[config.mk]
export PLATFORM = sky130hd
export DESIGN_NAME = ipv4_l4_header_extractor
export DESIGN_NICKNAME = d
export VERILOG_FILES = /design/src/sv/l4hx_pkg.sv /design/src/sv/l4hx_parser.sv /design/src/sv/l4hx_result_queue.sv /design/src/sv/ipv4_l4_header_extractor.sv
export SDC_FILE = /design/constraint.sdc
export NUM_CORES = 1
export LEC_CHECK = 0
export ABC_AREA = 1
export BUFFER_PORTS_ARGS = -buffer_cell sky130_fd_sc_hd__buf_2
export CORE_MARGIN = 2
export CORE_UTILIZATION = 36
export CTS_CLUSTER_SIZE = 28
export DETAILED_ROUTE_END_ITERATION = 10
export MAX_ROUTING_LAYER = met4
export PLACE_DENSITY = 0.58
export REMOVE_ABC_BUFFERS = 1
export SETUP_SLACK_MARGIN = 0.2
export SLEW_MARGIN = 20
export SYNTH_ARGS = -nofsm -noshare
export SYNTH_HDL_FRONTEND = slang
export SYNTH_SLANG_ARGS = --single-unit
[constraint.sdc]
create_clock -name clk -period 9.4 [get_ports clk]
set_input_delay 0.94 -clock clk [delete_from_list [all_inputs] [get_ports clk]]
set_output_delay 0.94 -clock clk [all_outputs]
set_load 0.005 [all_outputs]
[src/sv/l4hx_pkg.sv]
// Shared types, constants and helper functions for the IPv4/L4 header extractor.
// No dependencies; used by l4hx_parser, l4hx_result_queue and the top level.
package l4hx_pkg;

    // Frame byte offsets (Ethernet + fixed 20-byte IPv4 header)
    localparam logic [15:0] POS_ETYPE_HI  = 16'd12;
    localparam logic [15:0] POS_ETYPE_LO  = 16'd13;
    localparam logic [15:0] POS_IP_START  = 16'd14;
    localparam logic [15:0] POS_PROTO     = 16'd23;
    localparam logic [15:0] POS_SRC_FIRST = 16'd26;
    localparam logic [15:0] POS_SRC_LAST  = 16'd29;
    localparam logic [15:0] POS_DST_FIRST = 16'd30;
    localparam logic [15:0] POS_DST_LAST  = 16'd33;
    localparam logic [15:0] L4_OFFSET     = 16'd34;
    localparam logic [15:0] ICMP_ID_SKIP  = 16'd4;
    localparam logic [15:0] POS_MAX       = 16'hFFFF;

    localparam logic [15:0] ETHERTYPE_IPV4 = 16'h0800;
    localparam logic [7:0]  PROTO_ICMP     = 8'd1;
    localparam logic [7:0]  PROTO_TCP      = 8'd6;
    localparam logic [7:0]  PROTO_UDP      = 8'd17;

    localparam logic [15:0] TCP_HDR_LEN  = 16'd20;
    localparam logic [15:0] UDP_HDR_LEN  = 16'd8;
    localparam logic [15:0] ICMP_HDR_LEN = 16'd8;

    // Payload capture limit per frame
    localparam logic [7:0] CAPTURE_BYTES = 8'd128;

    // Result kinds
    localparam logic KIND_PAYLOAD = 1'b0;
    localparam logic KIND_RECORD  = 1'b1;

    // Result queue depth: room for two results of one byte plus one waiting
    localparam int QDEPTH = 3;

    typedef struct packed {
        logic        result_kind;
        logic [7:0]  payload_byte;
        logic [31:0] source_address;
        logic [31:0] dest_address;
        logic [7:0]  protocol_number;
        logic [15:0] source_port;
        logic [15:0] dest_port;
        logic [15:0] frame_size;
        logic [7:0]  payload_length;
        logic [63:0] timestamp;
        logic        final_result;
    } result_t;

    // Results produced by one byte: payload first, then record
    typedef struct packed {
        logic    pay_valid;
        logic    rec_valid;
        result_t pay;
        result_t rec;
    } res_pair_t;

    // L4 header length for the protocols handled, 0 for anything else
    function automatic logic [15:0] l4_hdr_len(input logic [7:0] proto);
        logic [15:0] len;
        len = 16'd0;
        if (proto == PROTO_TCP)
            len = TCP_HDR_LEN;
        else if (proto == PROTO_UDP)
            len = UDP_HDR_LEN;
        else if (proto == PROTO_ICMP)
            len = ICMP_HDR_LEN;
        return len;
    endfunction

endpackage

[src/sv/l4hx_parser.sv]
// Per-frame header state and the combinational field/result decode for one byte.
// Depends on l4hx_pkg.
module l4hx_parser
    import l4hx_pkg::*;
(
    input  logic        clk,
    input  logic        rst_n,
    input  logic        take,
    input  logic [7:0]  data_byte,
    input  logic        frame_end,
    input  logic [63:0] time_now,
    output res_pair_t   results
);

    logic [15:0] pos_reg,   pos_next;
    logic [15:0] etype_reg, etype_next;
    logic [7:0]  proto_reg, proto_next;
    logic [31:0] src_reg,   src_next;
    logic [31:0] dst_reg,   dst_next;
    logic [15:0] sport_reg, sport_next;
    logic [15:0] dport_reg, dport_next;
    logic [7:0]  cap_reg,   cap_next;

    logic        is_ip;
    logic        fits;
    logic [15:0] hlen;
    logic [15:0] start_pos;
    logic [15:0] sp_off;
    logic [15:0] frame_size;

    always_comb
    begin
        etype_next = etype_reg;
        proto_next = proto_reg;
        src_next   = src_reg;
        dst_next   = dst_reg;
        sport_next = sport_reg;
        dport_next = dport_reg;
        cap_next   = cap_reg;
        results    = '0;

        if (pos_reg == POS_ETYPE_HI)
            etype_next = {data_byte, 8'h00};
        else if (pos_reg == POS_ETYPE_LO)
            etype_next = etype_reg | {8'h00, data_byte};
        else if (pos_reg == POS_PROTO)
            proto_next = data_byte;
        else if (pos_reg >= POS_SRC_FIRST && pos_reg <= POS_SRC_LAST)
            src_next = {src_reg[23:0], data_byte};
        else if (pos_reg >= POS_DST_FIRST && pos_reg <= POS_DST_LAST)
            dst_next = {dst_reg[23:0], data_byte};

        is_ip     = (pos_reg >= POS_IP_START) && (etype_next == ETHERTYPE_IPV4);
        hlen      = l4_hdr_len(proto_next);
        start_pos = L4_OFFSET + hlen;
        sp_off    = (proto_next == PROTO_ICMP) ? (L4_OFFSET + ICMP_ID_SKIP) : L4_OFFSET;

        if (is_ip && hlen != 16'd0)
        begin
            if (pos_reg == sp_off || pos_reg == sp_off + 16'd1)
                sport_next = {sport_reg[7:0], data_byte};
            else if (pos_reg == sp_off + 16'd2 || pos_reg == sp_off + 16'd3)
                dport_next = {dport_reg[7:0], data_byte};

            if (pos_reg >= start_pos && cap_reg < CAPTURE_BYTES)
            begin
                results.pay_valid = 1'b1;
                cap_next          = cap_reg + 8'd1;
            end
        end

        frame_size = (pos_reg == POS_MAX) ? POS_MAX : pos_reg + 16'd1;
        fits       = (hlen != 16'd0) && (frame_size >= start_pos);

        results.rec_valid = frame_end && is_ip && (frame_size >= L4_OFFSET);

        results.pay.result_kind  = KIND_PAYLOAD;
        results.pay.payload_byte = data_byte;
        results.pay.final_result = !results.rec_valid;

        results.rec.result_kind     = KIND_RECORD;
        results.rec.source_address  = src_next;
        results.rec.dest_address    = dst_next;
        results.rec.protocol_number = proto_next;
        results.rec.source_port     = fits ? sport_next : 16'd0;
        results.rec.dest_port       = fits ? dport_next : 16'd0;
        results.rec.frame_size      = frame_size;
        results.rec.payload_length  = cap_next;
        results.rec.timestamp       = time_now;
        results.rec.final_result    = 1'b1;

        pos_next = (pos_reg == POS_MAX) ? POS_MAX : pos_reg + 16'd1;
    end

    always_ff @(posedge clk or negedge rst_n)
    begin
        if (!rst_n)
        begin
            pos_reg   <= '0;
            etype_reg <= '0;
            proto_reg <= '0;
            src_reg   <= '0;
            dst_reg   <= '0;
            sport_reg <= '0;
            dport_reg <= '0;
            cap_reg   <= '0;
        end
        else if (take)
        begin
            if (frame_end)
            begin
                // frame done: all per-frame state back to zero
                pos_reg   <= '0;
                etype_reg <= '0;
                proto_reg <= '0;
                src_reg   <= '0;
                dst_reg   <= '0;
                sport_reg <= '0;
                dport_reg <= '0;
                cap_reg   <= '0;
            end
            else
            begin
                pos_reg   <= pos_next;
                etype_reg <= etype_next;
                proto_reg <= proto_next;
                src_reg   <= src_next;
                dst_reg   <= dst_next;
                sport_reg <= sport_next;
                dport_reg <= dport_next;
                cap_reg   <= cap_next;
            end
        end
    end

    a_frame_end_clears: assert property (@(posedge clk) disable iff (!rst_n)
        take && frame_end |=> pos_reg == 16'd0 && cap_reg == 8'd0 && etype_reg == 16'd0)
        else $error("per-frame state not cleared after last byte");

    a_cap_limit: assert property (@(posedge clk) disable iff (!rst_n)
        cap_reg <= CAPTURE_BYTES)
        else $error("captured count beyond limit");

    a_payload_needs_ip: assert property (@(posedge clk) disable iff (!rst_n)
        results.pay_valid |-> is_ip && pos_reg >= L4_OFFSET + UDP_HDR_LEN)
        else $error("payload flagged before end of L4 header");

endmodule

[src/sv/l4hx_result_queue.sv]
// Three-entry shift-register result queue; absorbs up to two results per byte.
// Depends on l4hx_pkg.
module l4hx_result_queue
    import l4hx_pkg::*;
(
    input  logic      clk,
    input  logic      rst_n,
    input  logic      push,
    input  res_pair_t results,
    output logic      full,
    output logic      head_valid,
    input  logic      head_stall,
    output result_t   head
);

    result_t      q_reg  [QDEPTH];
    result_t      q_next [QDEPTH];
    logic [1:0]   cnt_reg, cnt_next;
    logic [1:0]   base;
    logic         pop;
    logic         push_a, push_b;
    result_t      res_a;

    always_comb
    begin
        pop    = (cnt_reg != 2'd0) && !head_stall;
        base   = cnt_reg - {1'b0, pop};
        push_a = push && (results.pay_valid || results.rec_valid);
        push_b = push && results.pay_valid && results.rec_valid;
        res_a  = results.pay_valid ? results.pay : results.rec;

        for (int i = 0; i < QDEPTH - 1; i++)
            q_next[i] = pop ? q_reg[i + 1] : q_reg[i];
        q_next[QDEPTH - 1] = q_reg[QDEPTH - 1];

        for (int i = 0; i < QDEPTH; i++)
        begin
            if (push_a && base == 2'(i))
                q_next[i] = res_a;
            if (push_b && base + 2'd1 == 2'(i))
                q_next[i] = results.rec;
        end

        cnt_next = base + {1'b0, push_a} + {1'b0, push_b};
    end

    always_ff @(posedge clk)
    begin
        for (int i = 0; i < QDEPTH; i++)
            q_reg[i] <= q_next[i];
    end

    always_ff @(posedge clk or negedge rst_n)
    begin
        if (!rst_n)
            cnt_reg <= '0;
        else
            cnt_reg <= cnt_next;
    end

    // two free entries needed before taking a byte
    assign full       = cnt_reg[1];
    assign head_valid = (cnt_reg != 2'd0);
    assign head       = q_reg[0];

    a_no_overflow: assert property (@(posedge clk) disable iff (!rst_n)
        push |-> cnt_reg <= 2'd1)
        else $error("push into queue without room for two results");

    a_record_follows: assert property (@(posedge clk) disable iff (!rst_n)
        head_valid && head.result_kind == KIND_PAYLOAD && !head.final_result
        |-> cnt_reg >= 2'd2 && q_reg[1].result_kind == KIND_RECORD)
        else $error("non-final payload not followed by its record");

    a_record_final: assert property (@(posedge clk) disable iff (!rst_n)
        head_valid && head.result_kind == KIND_RECORD |-> head.final_result)
        else $error("summary record without final mark");

endmodule

[src/sv/ipv4_l4_header_extractor.sv]
// A result is registered in the result queue before it is presented; when one byte
// yields a payload byte and the summary record, the record follows the payload byte.
// Throughput: one byte per cycle unless byte_stall, which rises only while two or more
// results wait in the three-entry result queue. Reset (rst_n low, async) clears all frame
// state and empties the queue.
// Top level of the IPv4/L4 header extractor; depends on l4hx_pkg, l4hx_parser
// and l4hx_result_queue.
module ipv4_l4_header_extractor
    import l4hx_pkg::*;
(
    input  logic        clk,
    input  logic        rst_n,

    // byte channel: transaction when byte_valid && !byte_stall
    input  logic        byte_valid,
    output logic        byte_stall,
    input  logic [7:0]  data_byte,
    input  logic        frame_end,
    input  logic [63:0] time_now,

    // result channel: transaction when result_valid && !result_stall
    output logic        result_valid,
    input  logic        result_stall,
    output logic        result_kind,
    output logic [7:0]  payload_byte,
    output logic [31:0] source_address,
    output logic [31:0] dest_address,
    output logic [7:0]  protocol_number,
    output logic [15:0] source_port,
    output logic [15:0] dest_port,
    output logic [15:0] frame_size,
    output logic [7:0]  payload_length,
    output logic [63:0] timestamp,
    output logic        final_result
);

    logic      take;
    logic      q_full;
    res_pair_t results;
    result_t   head;

    // Stall comes only from registered queue occupancy, so there is no
    // combinational path from result_stall back to byte_stall.
    assign byte_stall = q_full;
    assign take       = byte_valid && !q_full;

    // Header decode: positions of the current frame select which field a byte
    // lands in; payload and summary results are formed in the same cycle.
    l4hx_parser u_parser (
        .clk       (clk),
        .rst_n     (rst_n),
        .take      (take),
        .data_byte (data_byte),
        .frame_end (frame_end),
        .time_now  (time_now),
        .results   (results)
    );

    // Result registers: payload byte goes ahead of the record of the same byte.
    l4hx_result_queue u_queue (
        .clk        (clk),
        .rst_n      (rst_n),
        .push       (take),
        .results    (results),
        .full       (q_full),
        .head_valid (result_valid),
        .head_stall (result_stall),
        .head       (head)
    );

    assign result_kind     = head.result_kind;
    assign payload_byte    = head.payload_byte;
    assign source_address  = head.source_address;
    assign dest_address    = head.dest_address;
    assign protocol_number = head.protocol_number;
    assign source_port     = head.source_port;
    assign dest_port       = head.dest_port;
    assign frame_size      = head.frame_size;
    assign payload_length  = head.payload_length;
    assign timestamp       = head.timestamp;
    assign final_result    = head.final_result;

endmodule

Yosys cells after proc, flatten, opt, wreduce, memory -nomap -nowiden. Memory sizes are Yosys's and may differ from the RTL's. Index checks and enable logic that the tools add are counted.

Register bits: 146. Bits in writable memories: 606. Bits of input ports: 77. ROM bits: 0. Output and inout port bits: 204. Latch bits: 0. Word-level logic and storage cells: 122. Memories kept: 1.

Memories: u_queue.q_reg (depth 3, width 202, read ports 3, clocked after Yosys merged registers in 0, wr ports 3, RTL line l4hx_result_queue.sv:16) `result_t q_reg [QDEPTH];`.

Equal/unequal tests: 16. Reductions and logical operators: 29. Magnitude comparators: 9. Bitwise gates (word level): 1. Div/mod/pow operators: 0. Shift operators: 0. Multiplexer cells: 47. Add/subtract/negate cells: 10. Multipliers: 0.

Operators by type and width (count): two-way mux 202 bit (9); two-way mux 32 bit (11); two-way mux 16 bit (16); == test 16 bit (4); two-way mux 8 bit (7); adder 16 x 1 -> 16 bit (second input constant) (2); adder 16 x 2 -> 16 bit (second input constant) (2); == test 16 x 4 -> 1 bit (second input constant) (2); greater-or-equal comparator 16 bit (2); greater-or-equal comparator 16 x 5 -> 1 bit (second input constant) (2); logical AND 1 bit (19); adder 6 x 16 -> 16 bit (first input constant) (1); == test 16 x 12 -> 1 bit (second input constant) (1); == test 16 bit (second input constant) (1); == test 16 x 5 -> 1 bit (second input constant) (1); greater-or-equal comparator 16 x 4 -> 1 bit (second input constant) (1); greater-or-equal comparator 16 x 6 -> 1 bit (second input constant) (1); less-or-equal comparator 16 x 5 -> 1 bit (second input constant) (1); less-or-equal comparator 16 x 6 -> 1 bit (second input constant) (1); bitwise OR 16 x 8 -> 16 bit (1); nonzero test 16 bit (1); adder 8 x 1 -> 8 bit (second input constant) (1); == test 8 x 1 -> 1 bit (second input constant) (1); == test 8 x 3 -> 1 bit (second input constant) (1); other kinds (14) (23).

Longest topological paths before layout.
Depth in word-level cells: 18. Depth in mapped cells: 27. Mapped depth without buffers: 25.

Hierarchy. A second synthesis with hierarchy kept.

Cell total of the unflattened synthesis: 6563. Area, all modules: 48428.9 um^2.

By module, submodules not included: l4hx_result_queue (cells each 5016, times used 1, area an instance 37432.2 um^2, sequential area each 18247.5 um^2); l4hx_parser (cells each 1545, times used 1, area an instance 10986.8 um^2, sequential area each 3603.5 um^2); ipv4_l4_header_extractor (cells each 2, times used 1, area an instance 10.0 um^2, sequential area each 0.0 um^2).

Worst setup path after synthesis. No wires, ideal clock.

Kind: input to register. From: input data_byte[3]. To: memory u_queue.q_reg[0][203] in the netlist's numbering, enable pin. Library setup time: 2022 ps. Slack: 73 ps. Path buffers: 1. Data required time: 7378 ps. Arrival: 7304 ps. Stages on the path: 18. Path through: inv_1 > nand3_1 > nand2_1 > nand2_1 > nor2_4 > nand2_1 > ha_1 > a21oi_1 > nand2_1 > a211oi_1 > nor2_1 > nand2_1 > inv_1 > nand4_2 > nor2_2 > nand3_1 > buf_2 > nand3_1.

RTL lines: start: declaration (RTL line ipv4_l4_header_extractor.sv:17) `input logic [7:0] data_byte,`; end: declaration (RTL line l4hx_result_queue.sv:16).

==> qor.csv <==
stage,metric,value,unit
finish,share of cells above drive strength 1,0.1100,
cts,Clock Latency Late Sink,0.66,ns
critical_path,r2r setup slk,2.67,ns
die,Die Width,343.2,µm
critical_path,cell repeated most along the worst path,nand2_1,
sta,"Setup violations, final",0,
sta,fin. max-slew vios,0,
critical_path,Stages on worst setup path,23,
cts,clock root cell,clkbuf_16,
sta,min Tclk post-route,6.731,ns
synth,"Warnings, synthesis",0,
finish,# fillers,11801,
synth,Post-Syn Area per Cell,7.816,µm²
route,via count,33535,
place,Place WS,2.478,ns
route,post-DR vias/cell,4.909,
synth,"Cell Area, Synth",41420,µm²
cts,# resized after CTS,0,
power_and_ir_drop,VDD IR max,0.1591,mV
sta,Setup WS post-layout,2.669,ns
cts,CTS Hold Buffers Added,0,
critical_path,r2r startpoint,u_parser.pos_reg[1],
cts,CTS tree,built,
synth,"FFs w/ async S/R, synth",0.1941,
critical_path,CP Launch Type,register,
route,final wirelength,122800,µm
synth,Yosys top cell area share,0.4176,
critical_path,CP max FO,69,
route,routed len/inst,17.98,µm
power_and_ir_drop,PwrDens,198.0,nW/µm²
cts,Post-CTS Setup Bufs,0,
job,Max-Cap Viols,0,
die,DIE HEIGHT,343.2,µm
cts,clock sinks,752,
min_path,worst hold path type,input port to asynchronous set/reset pin,
critical_path,crit-path cells,ha_1 > nand3_1 > nor2_4 > nand2_2 > nand2_1 > nand2_1 > inv_1 > nand2_1 > nor2_1 > nand2_2 > ha_1 > nand3_1 > nand2_1 > a211oi_1 > nor2_1 > nand4_4 > nand2_2 > nand3_4 > inv_6 > buf_4 > nand2_1 > nand3_1 > nand2_1,
die,initial core utilization,0.3627,
critical_path,"Arr. time, crit path",7.13,ns
sta,Max Clock Skew,0.03468,ns
die,I/O pin count,281,
sta,FMAX,148.6,MHz
grt,initial antenna violation count,4,
finish,"commonest non-fill, non-tap cell in the layout",nand2_1,
critical_path,largest delay contributor family on the critical path,simple AND/OR/NAND/NOR gates,
sta,Final Hold Viols,0,
synth,Post-synth EDFFs,576,
sta,RSZ-0062 raised after global routing,no,
place,Port Buffer Count,280,
finish,Post-Layout Cell Count,6832,
route,DR iter-0 viols,3090,
die,core footprint,114200,µm²
grt,vias in the first global route,31985,
critical_path,cells on worst reg2reg path,23,
cts,clk slew on worst S/H paths,0.06,ns
die,Die ar.,117800,µm²
critical_path,WP buf/inv,3,
critical_path,Setup crit end kind,register,
synth,register area share after synthesis,0.5203,
critical_path,Setup CP Type,register to register,
grt,GRT Util Overall,0.2125,
critical_path,CP required,9.80,ns
sta,period utilization,0.7160,
critical_path,CP endpoint,u_queue.q_reg[0][254],
critical_path,Worst Setup SP,u_parser.pos_reg[1],
run_status,status,finished clean,
finish,most frequent cells in the layout,"nand2_1 (2169), inv_1 (721), edfxtp_1 (576)",
grt,largest net degree at the start of global routing,120,
critical_path,worst reg2reg path endpoint,u_queue.q_reg[0][254],
critical_path,CP max stage delay,0.97,ns
place,RePlAce Congestion,0.8744,
cts,Clock Tree Buf Depth,3,
place,hpwl dp,71820,µm
sta,slew at the pin closest to its max-slew limit,1.101,ns
cts,total CTS buffers,86,
cts,H-tree depth,3,
synth,synth top area cells,"edfxtp_1 (42%), nand2_1 (20%), dfrtp_1 (8.8%)",
die,Cell Rows,124,
route,Residual DRC,0,
grt,first-pass GRT wire length,190200,µm
synth,Gate Count Post-Synth,5299,
finish,"Area growth, synth to finish",9.353,%
route,"antenna viol nets, final",0,
grt,GRT Residual Overflow,0,
sta,Max-slew headroom,0.2661,
finish,max reg flops,606,
synth,synthesized flop and latch total,752,
synth,"Distinct cells, synth",43,
route,First-pass DRT Iterations,5,
finish,# nets final,5335,
synth,top cell type by total area after synthesis,edfxtp_1,
power_and_ir_drop,Pleak,22.42,nW
synth,Most used DFF post-synth,edfxtp_1,
critical_path,"Slowest-stage cell, CP",inv_6,
place,Placed Instances,6667,
-- per-layer routing --
metal  up-vias  wire length [µm]  GRT usage
li1      16341                 -          -
met1     15958             54660     0.2833
met2      1072             57670     0.3394
met3       164              7770    0.02837
met4         0              2744    0.05859
met5         -                 0          -
-- cell usage after synthesis (all sizes together) (2+ instances only) --
master and n:
a21oi 41, a31oi 3, buf 365, clkbuf 117, clkinv 5, dfrtp 146, dfxtp 30, edfxtp 576
ha 13, inv 778, nand2 2195, nand3 562, nand4 52, nor2 182, nor3 3, o211ai 2
o21ai 120, o22ai 87, or2 9, xnor2 2, xor2 4
-- worst reg2reg max path: cells and delay by family, from the launching register on --
family          cells  cell delay, ns
compound gates      1            0.06
fa+ha+maj           2            0.63
buf+inv             3            1.90
flops               1            0.49
simple gates       17            3.40
-- stage by stage --
stage	utilization	TNS [ns]	hold WS, ns	instance area (µm²)	power [mW]
CTS	0.3963	0	0.4324	45250	9.080
finish	0.3966	0	0.4125	45290	8.966
global placement	0.3722	0	0.4279	42500	5.710
floorplan	-	-3493.56	0.4188	38500	5.056
detailed placement	0.3722	0	0.4336	42500	5.721
global route	0.3966	0	0.4708	45290	9.373
-- cell families (layout without fill, tap and decap cells) --
family / after synthesis / in the layout / share of synthesized area
and+or+nand+nor: 3005 / 3005 / 0.2982
other: 0 / 4 / 0
xor gates and xnor gates: 6 / 6 / 0.001269
adders and majority gates: 14 / 14 / 0.004411
buffers and inverters: 1265 / 1282 / 0.1414
DFF: 752 / 752 / 0.5203
AOI/OAI and AO/OA: 257 / 257 / 0.03444
-- final cells by class --
| type | instances | area (µm²) | area share |
|---|---|---|---|
| inverter | 783 | 2969 | 0.06556 |
| multi-input combinational | 3282 | 14130 | 0.3121 |
| sequential | 752 | 21550 | 0.4758 |
| timing repair buffer | 339 | 1987 | 0.04387 |
| clock inverter | 35 | 295.3 | 0.006520 |
| clock buffer | 125 | 2452 | 0.05415 |
| tap | 1512 | 1892 | 0.04177 |
| antenna | 4 | 10.01 | 0.0002210 |
-- where the power goes --
| part | internal [mW] | switching (mW) |
|---|---|---|
| Sequential | 4.07 | 0.164 |
| Clock | 1.92 | 1.41 |
| Combinational | 0.414 | 0.983 |
| Total | 6.41 | 2.56 |
-- how the worst min path moves through the flow --
stage / from / endpoint / slack, ns / cells after the start
6_report: rst_n / u_parser.dport_reg[15] / 0.41 / 1
5_1_grt: u_queue.q_reg[0][395] / u_queue.q_reg[0][395] / 0.47 / 2
4_1_cts: rst_n / u_parser.dport_reg[15] / 0.43 / 1
3_5_place_dp: u_queue.q_reg[0][402] / u_queue.q_reg[0][402] / 0.43 / 2
3_3_place_gp: u_queue.q_reg[0][396] / u_queue.q_reg[0][396] / 0.43 / 2
2_1_floorplan: u_queue.q_reg[0][395] / u_queue.q_reg[0][395] / 0.42 / 2
(Power assumes the default switching activity.)
